===== config.mk =====
export PLATFORM = sky130hd
export DESIGN_NAME = dema_queue
export DESIGN_NICKNAME = d
export VERILOG_FILES = /design/src/rtl/core/dema_pkg.sv /design/src/rtl/core/dema_queue.sv
export SDC_FILE = /design/constraint.sdc
export NUM_CORES = 1
export LEC_CHECK = 0
export BUFFER_PORTS_ARGS = -buffer_cell sky130_fd_sc_hd__buf_2
export CAP_MARGIN = 20
export CORE_MARGIN = 2
export CORE_UTILIZATION = 30
export CTS_BUF_LIST = sky130_fd_sc_hd__clkbuf_8
export CTS_CLUSTER_DIAMETER = 100
export CTS_CLUSTER_SIZE = 30
export DETAILED_ROUTE_END_ITERATION = 10
export PLACE_DENSITY = 0.6
export SLEW_MARGIN = 20
export SYNTH_ARGS = -nofsm -noshare
export SYNTH_HDL_FRONTEND = slang
export SYNTH_SLANG_ARGS = --single-unit
export TNS_END_PERCENT = 1

===== constraint.sdc =====
create_clock -name clk -period 5.19 [get_ports clk]
set_input_delay 0.519 -clock clk [delete_from_list [all_inputs] [get_ports clk]]
set_output_delay 0.519 -clock clk [all_outputs]
set_load 0.01 [all_outputs]

===== src/rtl/core/dema_pkg.sv =====
`timescale 1ns / 1ps
// ----------------------------------------------------------------------------
// dema_pkg: shared types and constants of the debiased ema smoother
// Fixed-point widths, queue entry layout and saturation bounds.
// ----------------------------------------------------------------------------
package dema_pkg;

	// sample and weight formats
	localparam int SAMPLE_W = 32;               // signed Q16.16 sample
	localparam int WFB      = 16;               // weight fraction bits
	localparam int W_W      = WFB + 1;          // weight register width
	localparam int ACC_W    = SAMPLE_W + WFB;   // accumulator width
	localparam int P_FRAC   = 32;               // power fraction bits
	localparam int P_W      = P_FRAC + 1;       // power width, Q1.32

	// product widths
	localparam int PROD_ACC_W = ACC_W + W_W;
	localparam int PROD_X_W   = SAMPLE_W + WFB;
	localparam int PROD_P_W   = P_W + W_W;

	// divider geometry
	localparam int NUM_W     = ACC_W + P_FRAC - WFB;
	localparam int DIV_STEPS = SAMPLE_W - 1;
	localparam int CNT_W     = $clog2(DIV_STEPS);

	// queue between front and back
	localparam int QUEUE_DEPTH = 2;
	localparam int QPTR_W      = $clog2(QUEUE_DEPTH);
	localparam int QCNT_W      = $clog2(QUEUE_DEPTH + 1);

	localparam logic [W_W-1:0] W_ONE = {1'b1, {WFB{1'b0}}};
	localparam logic [P_W-1:0] P_ONE = {1'b1, {P_FRAC{1'b0}}};

	localparam logic [SAMPLE_W-1:0] SAMPLE_MAX = {1'b0, {(SAMPLE_W-1){1'b1}}};
	localparam logic [SAMPLE_W-1:0] SAMPLE_MIN = {1'b1, {(SAMPLE_W-1){1'b0}}};
	localparam logic [ACC_W-1:0]    ACC_MAX    = {1'b0, {(ACC_W-1){1'b1}}};
	localparam logic [ACC_W-1:0]    ACC_MIN    = {1'b1, {(ACC_W-1){1'b0}}};

	// what the back end has to do with a queued item
	typedef enum logic [1:0] {
		KIND_PASS   = 2'd0,
		KIND_DIRECT = 2'd1,
		KIND_DIVIDE = 2'd2
	} item_kind_t;

	// queued item: accumulator (or raw sample for pass) and debias divisor
	typedef struct packed {
		item_kind_t        kind;
		logic [ACC_W-1:0]  acc;
		logic [P_W-1:0]    denom;
	} queue_entry_t;

endpackage


===== src/rtl/core/dema_queue.sv =====
`timescale 1ns / 1ps
// ----------------------------------------------------------------------------
// dema_queue: short queue between front and back
// Register array with read and write pointers and an occupancy count.
// ----------------------------------------------------------------------------
module dema_queue (
	input  logic                   clk,
	input  logic                   arst_n,
	input  logic                   push,
	input  dema_pkg::queue_entry_t push_entry,
	output logic                   full,
	input  logic                   pop,
	output dema_pkg::queue_entry_t pop_entry,
	output logic                   empty
);

	dema_pkg::queue_entry_t          mem_q [dema_pkg::QUEUE_DEPTH];
	logic [dema_pkg::QPTR_W-1:0]     wr_ptr_q;
	logic [dema_pkg::QPTR_W-1:0]     rd_ptr_q;
	logic [dema_pkg::QCNT_W-1:0]     count_q;

	assign full      = (count_q == dema_pkg::QCNT_W'(dema_pkg::QUEUE_DEPTH));
	assign empty     = (count_q == '0);
	assign pop_entry = mem_q[rd_ptr_q];

	// entry storage
	always_ff @(posedge clk) begin
		if (push) begin
			mem_q[wr_ptr_q] <= push_entry;
		end
	end

	// pointers and count
	always_ff @(posedge clk or negedge arst_n) begin
		if (!arst_n) begin
			wr_ptr_q <= '0;
			rd_ptr_q <= '0;
			count_q  <= '0;
		end else begin
			if (push) begin
				wr_ptr_q <= (wr_ptr_q == dema_pkg::QPTR_W'(dema_pkg::QUEUE_DEPTH - 1)) ?
					'0 : wr_ptr_q + 1'b1;
			end
			if (pop) begin
				rd_ptr_q <= (rd_ptr_q == dema_pkg::QPTR_W'(dema_pkg::QUEUE_DEPTH - 1)) ?
					'0 : rd_ptr_q + 1'b1;
			end
			if (push && !pop) begin
				count_q <= count_q + 1'b1;
			end else if (pop && !push) begin
				count_q <= count_q - 1'b1;
			end
		end
	end

endmodule


# After elaboration in Yosys (flattened, before gate mapping)
# Memories as Yosys holds them, arrays and structs flattened.
# Cells that the tools add are included.
# op_classes
n_addsub	4
mul	0
div	0
magnitude_cmp	0
n_eq_ne	1
shift	0
muxes	6
n_bitwise	0
n_reduce_logical	6
# op_table
cell	count
1-bit 2-to-1 mux	4
2-bit 2-to-1 mux	2
1-bit adder (second input constant)	2
2-bit by 1-bit adder with 2-bit output (second input constant)	1
2-bit equality test (second input constant)	1
1-bit logical AND	2
1-bit logical NOT	2
2-bit logical NOT	1
2-bit nonzero test	1
2-bit by 1-bit subtractor with 2-bit output (second input constant)	1
# totals
register_bits	4
latchBits	0
ram_bits	166
rom_bits	0
input_bits	87
output_inout_bits	85
word_cells	21
mem_count	1
# mem_list
name	depth	word_bits	rd	rd_ports_with_merged_regs	write_ports	line_no	source
mem_q	2	83	1	0	1	dema_queue.sv:17	dema_pkg::queue_entry_t mem_q [dema_pkg::QUEUE_DEPTH];

# Logic depth before layout (Yosys ltp)
# logic_depth
depth_word	4
ltp_mapped	5
depth_no_buf	5

# Worst setup path before layout
# OpenSTA, ideal clock, no wires.
# synth_path
path_type	input to register
start	input port push
end	memory mem_q[0][0] in the netlist's numbering, enable pin
setup_ns	0.535
arrival_ns	4.145
required_ns	4.655
slack_ns	0.510
stages	1
path_buffers	0
cell_sequence	nor2b_1
# synth_between
elab_chain_len	2
# synth_lines
item	line_no	source
start, declared	dema_queue.sv:9	input logic push,
1-bit 2-to-1 mux	dema_queue.sv:28	if (push) begin
1-bit 2-to-1 mux (not written as such)	dema_queue.sv:29	mem_q[wr_ptr_q] <= push_entry;
end, declared	dema_queue.sv:17	
# No other way between the ends.

==> flow_summary.json <==
{
  "status": "finished clean",
  "hp-start": "push_entry[48]",
  "ys_warn_count": 0,
  "synth_area_um2": 6420,
  "yosysTopAreaCell": "edfxtp_1",
  "io_buffers": 171,
  "io_pins": 172,
  "critPathMaxFanout": 54,
  "wl_met2_um": 5944,
  "dp_hpwl_um": 7709,
  "crit_required_ps": 4670,
  "drive_gt1_share_pct": 60.89,
  "post-cts-setup-buffer-count": 0,
  "fin_setup_tns_ps": 0,
  "grt_max_degree": 55,
  "coreArea_um2": 21020,
  "routed.top_layer": "met5",
  "grt_first_pass_wirelength_um": 17420,
  "antenna_found_initial": 1,
  "cts_hold_buf": 1,
  "cp.arrival_ps": 2640,
  "detail_route.first_pass.iterations": 4,
  "synthTopCellsByArea": "edfxtp_1, mux2_4, mux2_2",
  "powerDensity_nw_per_um2": 522.7,
  "cts_tree": "done",
  "syn-instance-count": 274,
  "hold_viol_final": 0,
  "detail-route-antenna-nets": 0,
  "htreeDepth": 4,
  "overflow": 0,
  "syn_nets": 362,
  "worst_slew_margin_rel_pct": 39.26,
  "cts_buffer_depth": 2,
  "cts_sinks": 170,
  "rr_startpoint": "wr_ptr_q$_DFFE_PN0P_",
  "cts-root-buf": "clkbuf_8",
  "slew_violations": 0,
  "gp_congestion": 0.6817,
  "max_freq_ghz": 0.3164,
  "synth_top_cell_area_share_pct": 77.65,
  "startpoint_type": "flop",
  "wl_per_cell_um": 15.59,
  "clkLatencyLatePin_ps": 440,
  "drv_cap": 0,
  "finalSetupViolCount": 0,
  "die_h_um": 150.3,
  "min_period_ps": 3160,
  "tightest_slew_ps": 911.1,
  "period_share_pct": 60.89,
  "start_util_pct": 30.54,
  "wl_met1_um": 4796,
  "leakage_nw": 3.155,
  "ys_types": 13,
  "area_growth_pct": 24.65,
  "num_vias": 3174,
  "critPathKind": "reg2out",
  "synth-seq-cells": 170,
  "drc_errors": 0,
  "rows": 53,
  "synth_seq_area_share_pct": 79.20,
  "grt_setup_unrepaired": "false",
  "crit_start": "rd_ptr_q$_DFFE_PN0P_",
  "drt_iter0_markers": 152,
  "final_nets": 548,
  "cts_buffers": 17,
  "post_dp_cell_area_um2": 7575,
  "p_total_mw": 4.183,
  "mostFrequentLayoutCells": "buf_2, edfxtp_1, mux2_4",
  "clock_skew_ps": 7.991,
  "fin_util_pct": 38.07,
  "diodes": 0,
  "avgViaCountPerCell": 4.243,
  "cp-end-kind": "output pin",
  "path_clk_slew_ps": 90,
  "avgSynthCellArea_um2": 23.43,
  "fp.dieW_um": 150.3,
  "stdcell_area_um2": 8003,
  "fillers": 1958,
  "wl_um": 11660,
  "met3_length_um": 799,
  "final_common_cell": "buf_2",
  "dieArea_um2": 22590,
  "cts_resized": 0,
  "grt_usage_pct": 10.40,
  "min_path_type": "in2reg",
  "vdd_ir_drop_max_mv": 0.2662,
  "grt_pass1_vias": 3291
}
cell type report:
class | count | area (um2) | share of cell area, %
multi-input combinational | 94 | 1252 | 15.65
clock inverter | 15 | 183.9 | 2.298
clock buffer | 17 | 234.0 | 2.924
inverter | 1 | 3.754 | 0.04690
tap | 275 | 344.1 | 4.300
timing repair buffer | 176 | 895.9 | 11.19
sequential | 170 | 5089 | 63.59
power by group:
part	switching, mW	internal, mW
clock	0.457	0.517
combinational	0.563	0.656
sequential	0.169	1.82
sequential cells by signal, summed over array words and instances, names as in the netlist:
name and flops:
mem_q 166, rd_ptr_q 1, wr_ptr_q 1, count_q 2
critical path, stage by stage (launching register included):
cell and delay [ps]:
dfrtp_4 1030, buf_4 620, mux2_4 350, buf_2 140
metal layers:
metal | up-vias | track usage, %
met4 | 2 | 3.396
met5 | - | 0
met3 | 13 | 4.182
li1 | 1453 | -
met2 | 111 | 17.52
met1 | 1595 | 12.11
synth_stat cells:
| cell type | count |
|---|---|
| and2_1 | 1 |
| buf_2 | 2 |
| buf_6 | 7 |
| dfrtp_1 | 4 |
| edfxtp_1 | 166 |
| ha_1 | 1 |
| inv_1 | 1 |
| mux2_2 | 23 |
| mux2_4 | 60 |
| nor2_1 | 2 |
| nor2b_1 | 2 |
| xnor2_1 | 1 |
| xor2_1 | 4 |
path summary, 6_finish.rpt:
check | cells after the start | slack (ps) | endpoint
max | 3 | 2030 | pop_entry[12]
min | 1 | 270 | mem_q[0][48]$_DFFE_PP_
max reg2reg | 2 | 3150 | mem_q[1][37]$_DFFE_PP_
min reg2reg | 1 | 490 | count_q[1]$_DFFE_PN0P_
max in group asynchronous | 2 | 4630 | rd_ptr_q$_DFFE_PN0P_
min in group asynchronous | 2 | 420 | count_q[0]$_DFFE_PN0P_
per-stage QoR:
stage / std cells / setup slack (ps) / hold WS [ps]
after global routing: 748 / 1829 / 208.5
final: 748 / 2030 / 265.6
after detailed placement: 715 / 2443 / 334.8
after floorplan: 274 / 510.0 / 223.4
after CTS: 748 / 1925 / 216.9
after global placement: 715 / 2474 / 330.7
cell families after synthesis:
logic type               after synthesis  synth area share, %
buffers and inverters                 10                1.442
adder cells (fa/ha/maj)                1               0.1949
flip-flops                           170                79.20
XOR/XNOR                               5               0.6821
AND/OR/NAND/NOR                        5               0.4094
multiplexers                          83                18.07
No activity file was read; power rests on OpenSTA's default activity.
