==> src/rtl/core/dema_pkg.sv <==
`timescale 1ns / 1ps
// ----------------------------------------------------------------------------
// dema_pkg: shared types and constants of the debiased ema smoother
// Fixed-point widths, queue entry layout and saturation bounds.
// ----------------------------------------------------------------------------
package dema_pkg;

	// sample and weight formats
	localparam int SAMPLE_W = 32;               // signed Q16.16 sample
	localparam int WFB      = 16;               // weight fraction bits
	localparam int W_W      = WFB + 1;          // weight register width
	localparam int ACC_W    = SAMPLE_W + WFB;   // accumulator width
	localparam int P_FRAC   = 32;               // power fraction bits
	localparam int P_W      = P_FRAC + 1;       // power width, Q1.32

	// product widths
	localparam int PROD_ACC_W = ACC_W + W_W;
	localparam int PROD_X_W   = SAMPLE_W + WFB;
	localparam int PROD_P_W   = P_W + W_W;

	// divider geometry
	localparam int NUM_W     = ACC_W + P_FRAC - WFB;
	localparam int DIV_STEPS = SAMPLE_W - 1;
	localparam int CNT_W     = $clog2(DIV_STEPS);

	// queue between front and back
	localparam int QUEUE_DEPTH = 2;
	localparam int QPTR_W      = $clog2(QUEUE_DEPTH);
	localparam int QCNT_W      = $clog2(QUEUE_DEPTH + 1);

	localparam logic [W_W-1:0] W_ONE = {1'b1, {WFB{1'b0}}};
	localparam logic [P_W-1:0] P_ONE = {1'b1, {P_FRAC{1'b0}}};

	localparam logic [SAMPLE_W-1:0] SAMPLE_MAX = {1'b0, {(SAMPLE_W-1){1'b1}}};
	localparam logic [SAMPLE_W-1:0] SAMPLE_MIN = {1'b1, {(SAMPLE_W-1){1'b0}}};
	localparam logic [ACC_W-1:0]    ACC_MAX    = {1'b0, {(ACC_W-1){1'b1}}};
	localparam logic [ACC_W-1:0]    ACC_MIN    = {1'b1, {(ACC_W-1){1'b0}}};

	// what the back end has to do with a queued item
	typedef enum logic [1:0] {
		KIND_PASS   = 2'd0,
		KIND_DIRECT = 2'd1,
		KIND_DIVIDE = 2'd2
	} item_kind_t;

	// queued item: accumulator (or raw sample for pass) and debias divisor
	typedef struct packed {
		item_kind_t        kind;
		logic [ACC_W-1:0]  acc;
		logic [P_W-1:0]    denom;
	} queue_entry_t;

endpackage

==> src/rtl/core/dema_back.sv <==
`timescale 1ns / 1ps
// ----------------------------------------------------------------------------
// dema_back: output side of the smoother
// Pops queued beats, debiases through a bit-serial divider or rounds the
// average directly, and holds the result in the output register.
// ----------------------------------------------------------------------------
module dema_back (
	input  logic                          clk,
	input  logic                          arst_n,
	input  dema_pkg::queue_entry_t        q_entry,
	input  logic                          q_empty,
	output logic                          q_pop,
	output logic                          out_valid,
	input  logic                          out_ready,
	output logic [dema_pkg::SAMPLE_W-1:0] out_value,
	output logic                          out_smoothed
);

	typedef enum logic [3:0] {
		ST_IDLE = 4'b0001,
		ST_LOAD = 4'b0010,
		ST_DIV  = 4'b0100,
		ST_DONE = 4'b1000
	} back_state_t;

	localparam logic [dema_pkg::ACC_W:0] RND_OUT =
		{{(dema_pkg::ACC_W+1-dema_pkg::WFB){1'b0}}, 1'b1, {(dema_pkg::WFB-1){1'b0}}};
	localparam int REM_W = dema_pkg::NUM_W - dema_pkg::DIV_STEPS;

	back_state_t                        state_q, state_d;
	logic                               neg_q;
	logic [dema_pkg::ACC_W-1:0]         mag_q;
	logic [dema_pkg::P_W-1:0]           denom_q;
	logic [dema_pkg::P_W-1:0]           rem_q;
	logic [dema_pkg::DIV_STEPS-1:0]     num_lo_q;
	logic [dema_pkg::DIV_STEPS-1:0]     quo_q;
	logic [dema_pkg::CNT_W-1:0]         cnt_q;
	logic                               ovf_q;

	logic                               out_valid_q;
	logic [dema_pkg::SAMPLE_W-1:0]      out_value_q;
	logic                               out_smoothed_q;

	logic                               out_free;
	logic                               write_out;
	logic [dema_pkg::SAMPLE_W-1:0]      new_value;
	logic                               new_smoothed;

	logic [dema_pkg::ACC_W:0]           acc_rnd;
	logic [dema_pkg::SAMPLE_W:0]        acc_shift;
	logic [dema_pkg::SAMPLE_W-1:0]      direct_y;
	logic [dema_pkg::NUM_W-1:0]         num;
	logic [REM_W-1:0]                   rem_init;
	logic [dema_pkg::P_W:0]             trial;
	logic                               trial_ge;
	logic [dema_pkg::SAMPLE_W-1:0]      quo_ext;
	logic [dema_pkg::SAMPLE_W-1:0]      div_y;

	assign out_free = !out_valid_q || out_ready;

	// direct path: average rounded half up to the sample format, saturated
	always_comb begin
		acc_rnd   = {q_entry.acc[dema_pkg::ACC_W-1], q_entry.acc} + RND_OUT;
		acc_shift = acc_rnd[dema_pkg::ACC_W:dema_pkg::WFB];
		if (acc_shift[dema_pkg::SAMPLE_W] == acc_shift[dema_pkg::SAMPLE_W-1]) begin
			direct_y = acc_shift[dema_pkg::SAMPLE_W-1:0];
		end else if (acc_shift[dema_pkg::SAMPLE_W]) begin
			direct_y = dema_pkg::SAMPLE_MIN;
		end else begin
			direct_y = dema_pkg::SAMPLE_MAX;
		end
	end

	// divider: numerator with rounding bias, then one quotient bit per cycle
	always_comb begin
		num = {mag_q, {(dema_pkg::NUM_W-dema_pkg::ACC_W){1'b0}}}
			+ {{(dema_pkg::NUM_W-dema_pkg::P_W+1){1'b0}}, denom_q[dema_pkg::P_W-1:1]};
		rem_init = num[dema_pkg::NUM_W-1:dema_pkg::DIV_STEPS];
		trial    = {rem_q, num_lo_q[dema_pkg::DIV_STEPS-1]} - {1'b0, denom_q};
		trial_ge = ({rem_q, num_lo_q[dema_pkg::DIV_STEPS-1]} >= {1'b0, denom_q});
		quo_ext  = {1'b0, quo_q};
		if (ovf_q) begin
			div_y = neg_q ? dema_pkg::SAMPLE_MIN : dema_pkg::SAMPLE_MAX;
		end else begin
			div_y = neg_q ? (~quo_ext + 1'b1) : quo_ext;
		end
	end

	// sequencer
	always_comb begin
		state_d      = state_q;
		q_pop        = 1'b0;
		write_out    = 1'b0;
		new_value    = direct_y;
		new_smoothed = 1'b1;
		unique case (state_q)
			ST_IDLE: begin
				if (!q_empty) begin
					case (q_entry.kind)
						dema_pkg::KIND_DIVIDE: begin
							q_pop   = 1'b1;
							state_d = ST_LOAD;
						end
						dema_pkg::KIND_DIRECT: begin
							if (out_free) begin
								q_pop     = 1'b1;
								write_out = 1'b1;
							end
						end
						default: begin
							if (out_free) begin
								q_pop        = 1'b1;
								write_out    = 1'b1;
								new_value    = q_entry.acc[dema_pkg::SAMPLE_W-1:0];
								new_smoothed = 1'b0;
							end
						end
					endcase
				end
			end
			ST_LOAD: begin
				state_d = (rem_init >= denom_q) ? ST_DONE : ST_DIV;
			end
			ST_DIV: begin
				if (cnt_q == '0) begin
					state_d = ST_DONE;
				end
			end
			ST_DONE: begin
				new_value = div_y;
				if (out_free) begin
					write_out = 1'b1;
					state_d   = ST_IDLE;
				end
			end
			default: begin
				state_d = ST_IDLE;
			end
		endcase
	end

	always_ff @(posedge clk or negedge arst_n) begin
		if (!arst_n) begin
			state_q <= ST_IDLE;
		end else begin
			state_q <= state_d;
		end
	end

	// divider datapath
	always_ff @(posedge clk) begin
		if (state_q == ST_IDLE && q_pop && q_entry.kind == dema_pkg::KIND_DIVIDE) begin
			neg_q   <= q_entry.acc[dema_pkg::ACC_W-1];
			mag_q   <= q_entry.acc[dema_pkg::ACC_W-1] ? (~q_entry.acc + 1'b1) : q_entry.acc;
			denom_q <= q_entry.denom;
		end
		if (state_q == ST_LOAD) begin
			ovf_q    <= (rem_init >= denom_q);
			rem_q    <= rem_init[dema_pkg::P_W-1:0];
			num_lo_q <= num[dema_pkg::DIV_STEPS-1:0];
			quo_q    <= '0;
			cnt_q    <= dema_pkg::CNT_W'(dema_pkg::DIV_STEPS - 1);
		end
		if (state_q == ST_DIV) begin
			rem_q    <= trial_ge ? trial[dema_pkg::P_W-1:0]
				: {rem_q[dema_pkg::P_W-2:0], num_lo_q[dema_pkg::DIV_STEPS-1]};
			num_lo_q <= {num_lo_q[dema_pkg::DIV_STEPS-2:0], 1'b0};
			quo_q    <= {quo_q[dema_pkg::DIV_STEPS-2:0], trial_ge};
			cnt_q    <= cnt_q - 1'b1;
		end
	end

	// output register
	always_ff @(posedge clk or negedge arst_n) begin
		if (!arst_n) begin
			out_valid_q <= 1'b0;
		end else if (write_out) begin
			out_valid_q <= 1'b1;
		end else if (out_ready) begin
			out_valid_q <= 1'b0;
		end
	end

	always_ff @(posedge clk) begin
		if (write_out) begin
			out_value_q    <= new_value;
			out_smoothed_q <= new_smoothed;
		end
	end

	assign out_valid    = out_valid_q;
	assign out_value    = out_value_q;
	assign out_smoothed = out_smoothed_q;

	a_pop_nonempty: assert property (@(posedge clk) disable iff (!arst_n)
		q_pop |-> !q_empty)
		else $error("pop from an empty queue");

	a_rem_below_denom: assert property (@(posedge clk) disable iff (!arst_n)
		(state_q == ST_DIV) |-> (rem_q < denom_q))
		else $error("divider remainder not below divisor");

	a_cnt_range: assert property (@(posedge clk) disable iff (!arst_n)
		(state_q == ST_DIV) |-> (cnt_q < dema_pkg::CNT_W'(dema_pkg::DIV_STEPS)))
		else $error("divider step count out of range");

endmodule

==> config.mk <==
export PLATFORM = sky130hd
export DESIGN_NAME = dema_back
export DESIGN_NICKNAME = d
export VERILOG_FILES = /design/src/rtl/core/dema_pkg.sv /design/src/rtl/core/dema_back.sv
export SDC_FILE = /design/constraint.sdc
export NUM_CORES = 1
export LEC_CHECK = 0
export ABC_AREA = 1
export BUFFER_PORTS_ARGS = -buffer_cell sky130_fd_sc_hd__buf_2
export CAP_MARGIN = 40
export CORE_MARGIN = 4
export CORE_UTILIZATION = 57
export CTS_BUF_LIST = sky130_fd_sc_hd__clkbuf_4 sky130_fd_sc_hd__clkbuf_8 sky130_fd_sc_hd__clkbuf_16
export DETAILED_ROUTE_END_ITERATION = 16
export HOLD_SLACK_MARGIN = 0.03
export PLACE_DENSITY = 0.87
export SYNTH_ARGS = -nofsm -noshare
export SYNTH_HDL_FRONTEND = slang
export SYNTH_SLANG_ARGS = --single-unit
==> constraint.sdc <==
create_clock -name clk -period 5.06 [get_ports clk]
set_clock_uncertainty 0.15 [all_clocks]
set_input_delay 0.759 -clock clk [delete_from_list [all_inputs] [get_ports clk]]
set_output_delay 0.759 -clock clk [all_outputs]
set_load 0.01 [all_outputs]
# After elaboration in Yosys (flattened, before gate mapping)
# Cells that the tools add are included.
classes:
  n_reduce_logical: 10
  muxes: 35
  eq_ne: 11
  magnitude_cmp: 2
  n_addsub: 6
  bitwise: 3
op_table:
  columns: ["cell", "n"]
  rows:
  - ["32-bit two-way mux", 8]
  - ["31-bit two-way mux", 4]
  - ["33-bit two-way mux", 3]
  - ["64-bit by 32-bit adder with 64-bit output", 1]
  - ["32-bit case mux with 2 select lines", 1]
  - ["48-bit by 17-bit adder with 49-bit output, second input constant", 1]
  - ["48-bit by 1-bit adder with 48-bit output, second input constant", 1]
  - ["48-bit NOT", 1]
  - ["47-bit two-way mux", 1]
  - ["34-bit by 33-bit greater-or-equal comparator with 1-bit output", 1]
  - ["33-bit greater-or-equal comparator", 1]
  - ["33-bit subtractor", 1]
  - ["32-bit by 1-bit adder with 32-bit output, second input constant", 1]
  - ["31-bit NOT with 32-bit output", 1]
  - ["4-bit two-way mux", 5]
  - ["4-bit case mux with 4 select lines", 1]
  - ["5-bit two-way mux", 2]
  - ["1-bit two-way mux", 9]
  - ["2-bit != test, second input constant", 3]
  - ["5-bit logical NOT", 1]
  - ["5-bit by 1-bit subtractor with 5-bit output, second input constant", 1]
  - ["4-bit by 1-bit == test with 1-bit output, second input constant", 1]
  - ["4-bit by 2-bit == test with 1-bit output, second input constant", 1]
  - ["4-bit by 3-bit == test with 1-bit output, second input constant", 1]
  - ["14 further kinds", 16]
totals:
  in_bits: 87
  word_cells: 81
  out_inout_bits: 35
  ff_bits: 221

# Depth between registers and ports, before layout
depth:
  word_depth: 8
  mapped_depth: 24
  ltp_nobuf: 24

# Worst setup path after synthesis
# Ideal clock, no wire load.
synth_timing:
  path_kind: "input to register"
  startpoint: "input q_entry[81] (netlist bit)"
  endpoint: "register denom_q[0] (netlist bit), enable pin"
  arrival_ps: 4456
  cell_stages: 4
  setup_slack_ps: -68
  n_path_buf: 0
  required_ps: 4387
  path_cell_list: "inv_1 -> ha_1 -> inv_1 -> nor2_1"
synth_between:
  elab_chain_len: 6
synth_lines:
  columns: ["item", "line_no", "rtl"]
  rows:
  - ["from (decl)", "dema_back.sv:10", "input dema_pkg::queue_entry_t q_entry,"]
  - ["2-bit == test (*)", "dema_back.sv:99, dema_back.sv:152", null]
  - ["1-bit two-way mux", null, null]
  - ["1-bit two-way mux", "dema_back.sv:98", "if (!q_empty) begin"]
  - ["1-bit two-way mux", "dema_back.sv:96", "unique case (state_q)"]
  - ["1-bit logical AND", "dema_back.sv:152", "if (state_q == ST_IDLE && q_pop && q_entry.kind == dema_pkg::KIND_DIVIDE) begin"]
  - ["1-bit logical AND (*)", "dema_back.sv:152", null]
  - ["to (signal assigned)", "dema_back.sv:155", "denom_q <= q_entry.denom;"]
  - ["to (decl)", "dema_back.sv:33", "logic [dema_pkg::P_W-1:0] denom_q;"]
# Mark *: on every way between the ends. The rest lies on a longest branch, timed or not.
# A chain may end at the register's enable or synchronous reset.

# Final worst setup path
layout_timing:
  startpoint: "register mag_q[2] (netlist bit)"
  endpoint: "register state_q[3]"
layout_between:
  elab_chain_len: 4
layout_lines:
  columns: ["item", "line_no", "rtl"]
  rows:
  - ["from (decl)", "dema_back.sv:32", "logic [dema_pkg::ACC_W-1:0] mag_q;"]
  - ["from (signal assigned)", "dema_back.sv:154", "mag_q <= q_entry.acc[dema_pkg::ACC_W-1] ? (~q_entry.acc + 1'b1) : q_entry.acc;"]
  - ["64-bit by 32-bit adder with 64-bit output", "dema_back.sv:77", "+ {{(dema_pkg::NUM_W-dema_pkg::P_W+1){1'b0}}, denom_q[dema_pkg::P_W-1:1]};"]
  - ["33-bit greater-or-equal comparator", "dema_back.sv:122", "state_d = (rem_init >= denom_q) ? ST_DONE : ST_DIV;"]
  - ["4-bit two-way mux", "dema_back.sv:122", null]
  - ["4-bit case mux with 4 select lines", "dema_back.sv:96", null]
  - ["to (signal assigned)", "dema_back.sv:146", "state_q <= state_d;"]
  - ["to (decl)", "dema_back.sv:30", "back_state_t state_q, state_d;"]
# Every way passes these cells.

==> metrics <==
Buffers on Ports 121; main area contributors after synthesis edfxtp_1 (35%), nand2_1 (17%), inv_1 (8.5%); initial DRC count between 2k and 2.5k; Worst Setup End Kind flip-flop; DP HPWL ~52 mm; Mapped Avg Cell Area 6.88 sq um; minimum clock period after layout about 4200 ps; Die W ~190 microns; # IOs approximately 120; first-pass GRT wire length between 100 and 150 mm; combinational share of power a little over a quarter; worst min path class in -> reg; starting density of the core between 50% and 60%; post-synth top area share 35.1%; gr ovfl total 0; status finished, final reports clean; RSZ-0062 raised after global routing no; Post-Layout Cell Count 3,200; Reg power frac approximately two fifths; Fill cells between 2k and 3k; final setup vio count 0; commonest cells in the netlist nand2_1 (840), inv_1 (415), nand3_1 (268), nor2_1 (254), edfxtp_1 (215); cell count after synthesis 2,675; P_sw between 1500 and 2000 uW; Clock Path Buffers 3; layout cells sized above 1 8.65%; Die Y between 150 and 200 microns; fin area between 20,000 and 25,000 sq um; synth-to-layout area growth 10.3%; final slew viol count 0; FF+latch count, synth around 220; DIE AREA 35,200 sq um; Reg clk slew, reported paths about 60 ps; syn nets ~2.9k; overall routing resource usage between 30 and 40%; Post-Route WL around 66 mm; power per cell area roughly 290 nW/um^2; post-route clock period utilization around 83%; Leakage 0.00966 uW; Layout Nets 2,959; post-synthesis sequential area ratio 35.9%; vias in the first global route around 19k; clock sinks 221; Slew Limit Headroom around two fifths; CTS tree done; row cnt 65; First-pass DRT Iterations 6; Routed Antenna Nets 0; area of the mapped netlist approximately 18,000 sq um; H-tree levels 1; largest area contributor in the netlist edfxtp_1; DR WL/cell about 21 microns; VDD IR max roughly 0.28 mV; R2R Setup Slk 860 ps; pin count of the biggest net entering global routing between 50 and 60; dpl cells 3,153; CP startpoint kind flip-flop; Root Buffer clkbuf_16; DRC viols 0; area of the core 31,700 sq um; Unique masters post-synth 56; Num CTS Buffers 25; via count 18.9k; Fmax between 200 and 250 MHz; DP Area around 19,000 sq um; setup bufs post-CTS 0; Post-synth ARST share under 10%; Syn. warnings 0; Worst Tran Pin Value 889 ps; count leader, synth nand2_1; CP Data Arrival Time roughly 4500 ps; setup TNS 0 ps; Worst-Skew Late Latency between 500 and 600 ps; Final Hold Vio Count 0; vias per inst ~5.9; RD Place Congestion between 1 and 1.5; Post-synth EDFFs around 220; CP Max Fanout 5; Top FF cell, synth edfxtp_1; initial antenna violation count 1; Setup CP Type reg -> reg; Antenna diodes 0; Worst Path Required 5340 ps; max-cap violation count 0; Clk network pwr share about a third; internal power a little under 4000 uW; switch share 33.5%
-- final timing paths --
path                               from            to  cells after the start
max                            mag_q[2]    state_q[3]                     20
min                         q_entry[25]   denom_q[25]                      1
max reg2reg                    mag_q[2]    state_q[3]                     20
min reg2reg                num_lo_q[16]  num_lo_q[17]                      2
max in group asynchronous        arst_n    state_q[0]                      2
min in group asynchronous        arst_n     out_valid                      2
-- power by group through the flow --
| stage | sequential, uW | combinational (uW) | clock, uW |
|---|---|---|---|
| after floorplan | 2400 | 973 | 0 |
| after global placement | 2400 | 1420 | 0 |
| after detailed placement | 2390 | 1460 | 0 |
| after CTS | 2360 | 1480 | 1950 |
| after global routing | 2380 | 1670 | 2030 |
| final | 2370 | 1510 | 1950 |
-- kinds of logic after synthesis --
| family | count (synthesis) | synth area share (%) |
|---|---|---|
| AND/OR/NAND/NOR | 1559 | 36.5 |
| adder cells (fa/ha/maj) | 93 | 6.41 |
| flip-flops | 221 | 35.9 |
| AO/OA/AOI/OAI | 241 | 7.36 |
| buffers and inverters | 486 | 10.3 |
| XOR/XNOR | 75 | 3.57 |
-- through the flow --
stage / total power [uW] / hold WS, ps / setup WS, ps / util, %
finish: 5830 / 230 / 856 / 63.9
global route: 6080 / 222 / 646 / 63.9
CTS: 5790 / 212 / 1000 / 63.9
detailed placement: 3860 / 355 / 1020 / 61.1
global placement: 3810 / 354 / 1100 / 61.0
floorplan: 3370 / 313 / 1260 / -
-- what timing repair did --
action,CTS,global route
hold buffers,1,0
endpoints found under the hold margin,4,0
gates resized for setup,0,0
-- layout by cell type, fill, tap and decap left out, types with 3 or more instances in the layout --
cell type and count:
a21o_1 4, a21oi_1 90, a22oi_1 6, and2_1 25, buf_2 121, buf_4 15
bufinv_16 4, clkbuf_16 25, clkbuf_4 4, clkinv_1 5, clkinv_2 3, clkinvlp_4 3
dfrtp_1 4, edfxtp_1 215, ha_1 91, inv_1 414, inv_2 7, inv_6 4
nand2_1 839, nand2_2 8, nand2_4 3, nand3_1 267, nand3_2 3, nand3b_1 16
nand4_1 56, nor2_1 252, nor2_2 13, nor2_4 4, nor3_1 48, nor3_2 3
nor4_1 7, o211ai_1 13, o21ai_0 96, o21ai_1 8, o21ai_2 4, o21bai_1 3
o221ai_1 6, or2_2 7, xnor2_1 20, xor2_1 55
-- cell type report --
| cell class | count | area [sq um] | area share [%] |
|---|---|---|---|
| tap | 402 | 503 | 2.48 |
| sequential | 221 | 6600 | 32.6 |
| timing repair buffer | 139 | 783 | 3.86 |
| inverter | 424 | 1590 | 7.85 |
| clock inverter | 17 | 220 | 1.09 |
| clock buffer | 29 | 656 | 3.23 |
| multi-input combinational | 1968 | 9920 | 48.9 |
-- routing by layer --
layer,GRT usage (%),vias to the layer above,share of wire (%)
li1,-,8892,-
met1,42.5,8605,36
met5,0,-,0.012
met2,62.5,1095,47
met3,5.03,288,7.8
met4,25.4,2,8.8
-- state kept, by name (all words and copies together), names as in the netlist --
signal        cells
out_smoothed      1
state_q           4
out_valid         1
quo_q            31
ovf_q             1
num_lo_q         31
rem_q            33
denom_q          33
cnt_q             5
out_value        32
neg_q             1
mag_q            48
-- worst max-delay path, stage by stage, from the launching register on --
cell	delay, ps
edfxtp_1	410
ha_1	410
inv_1	80
o21ai_1	310
inv_1	150
o21ai_2	250
nand2_1	90
nand2_1	170
nand2_1	160
nand2_1	100
nand2_1	60
and2_1	160
ha_1	300
nand2_1	80
inv_1	40
o21bai_1	190
nand3_1	120
a21oi_1	250
nand4_1	290
o21bai_1	220
nand2_1	70
(Power assumes the default switching activity.)
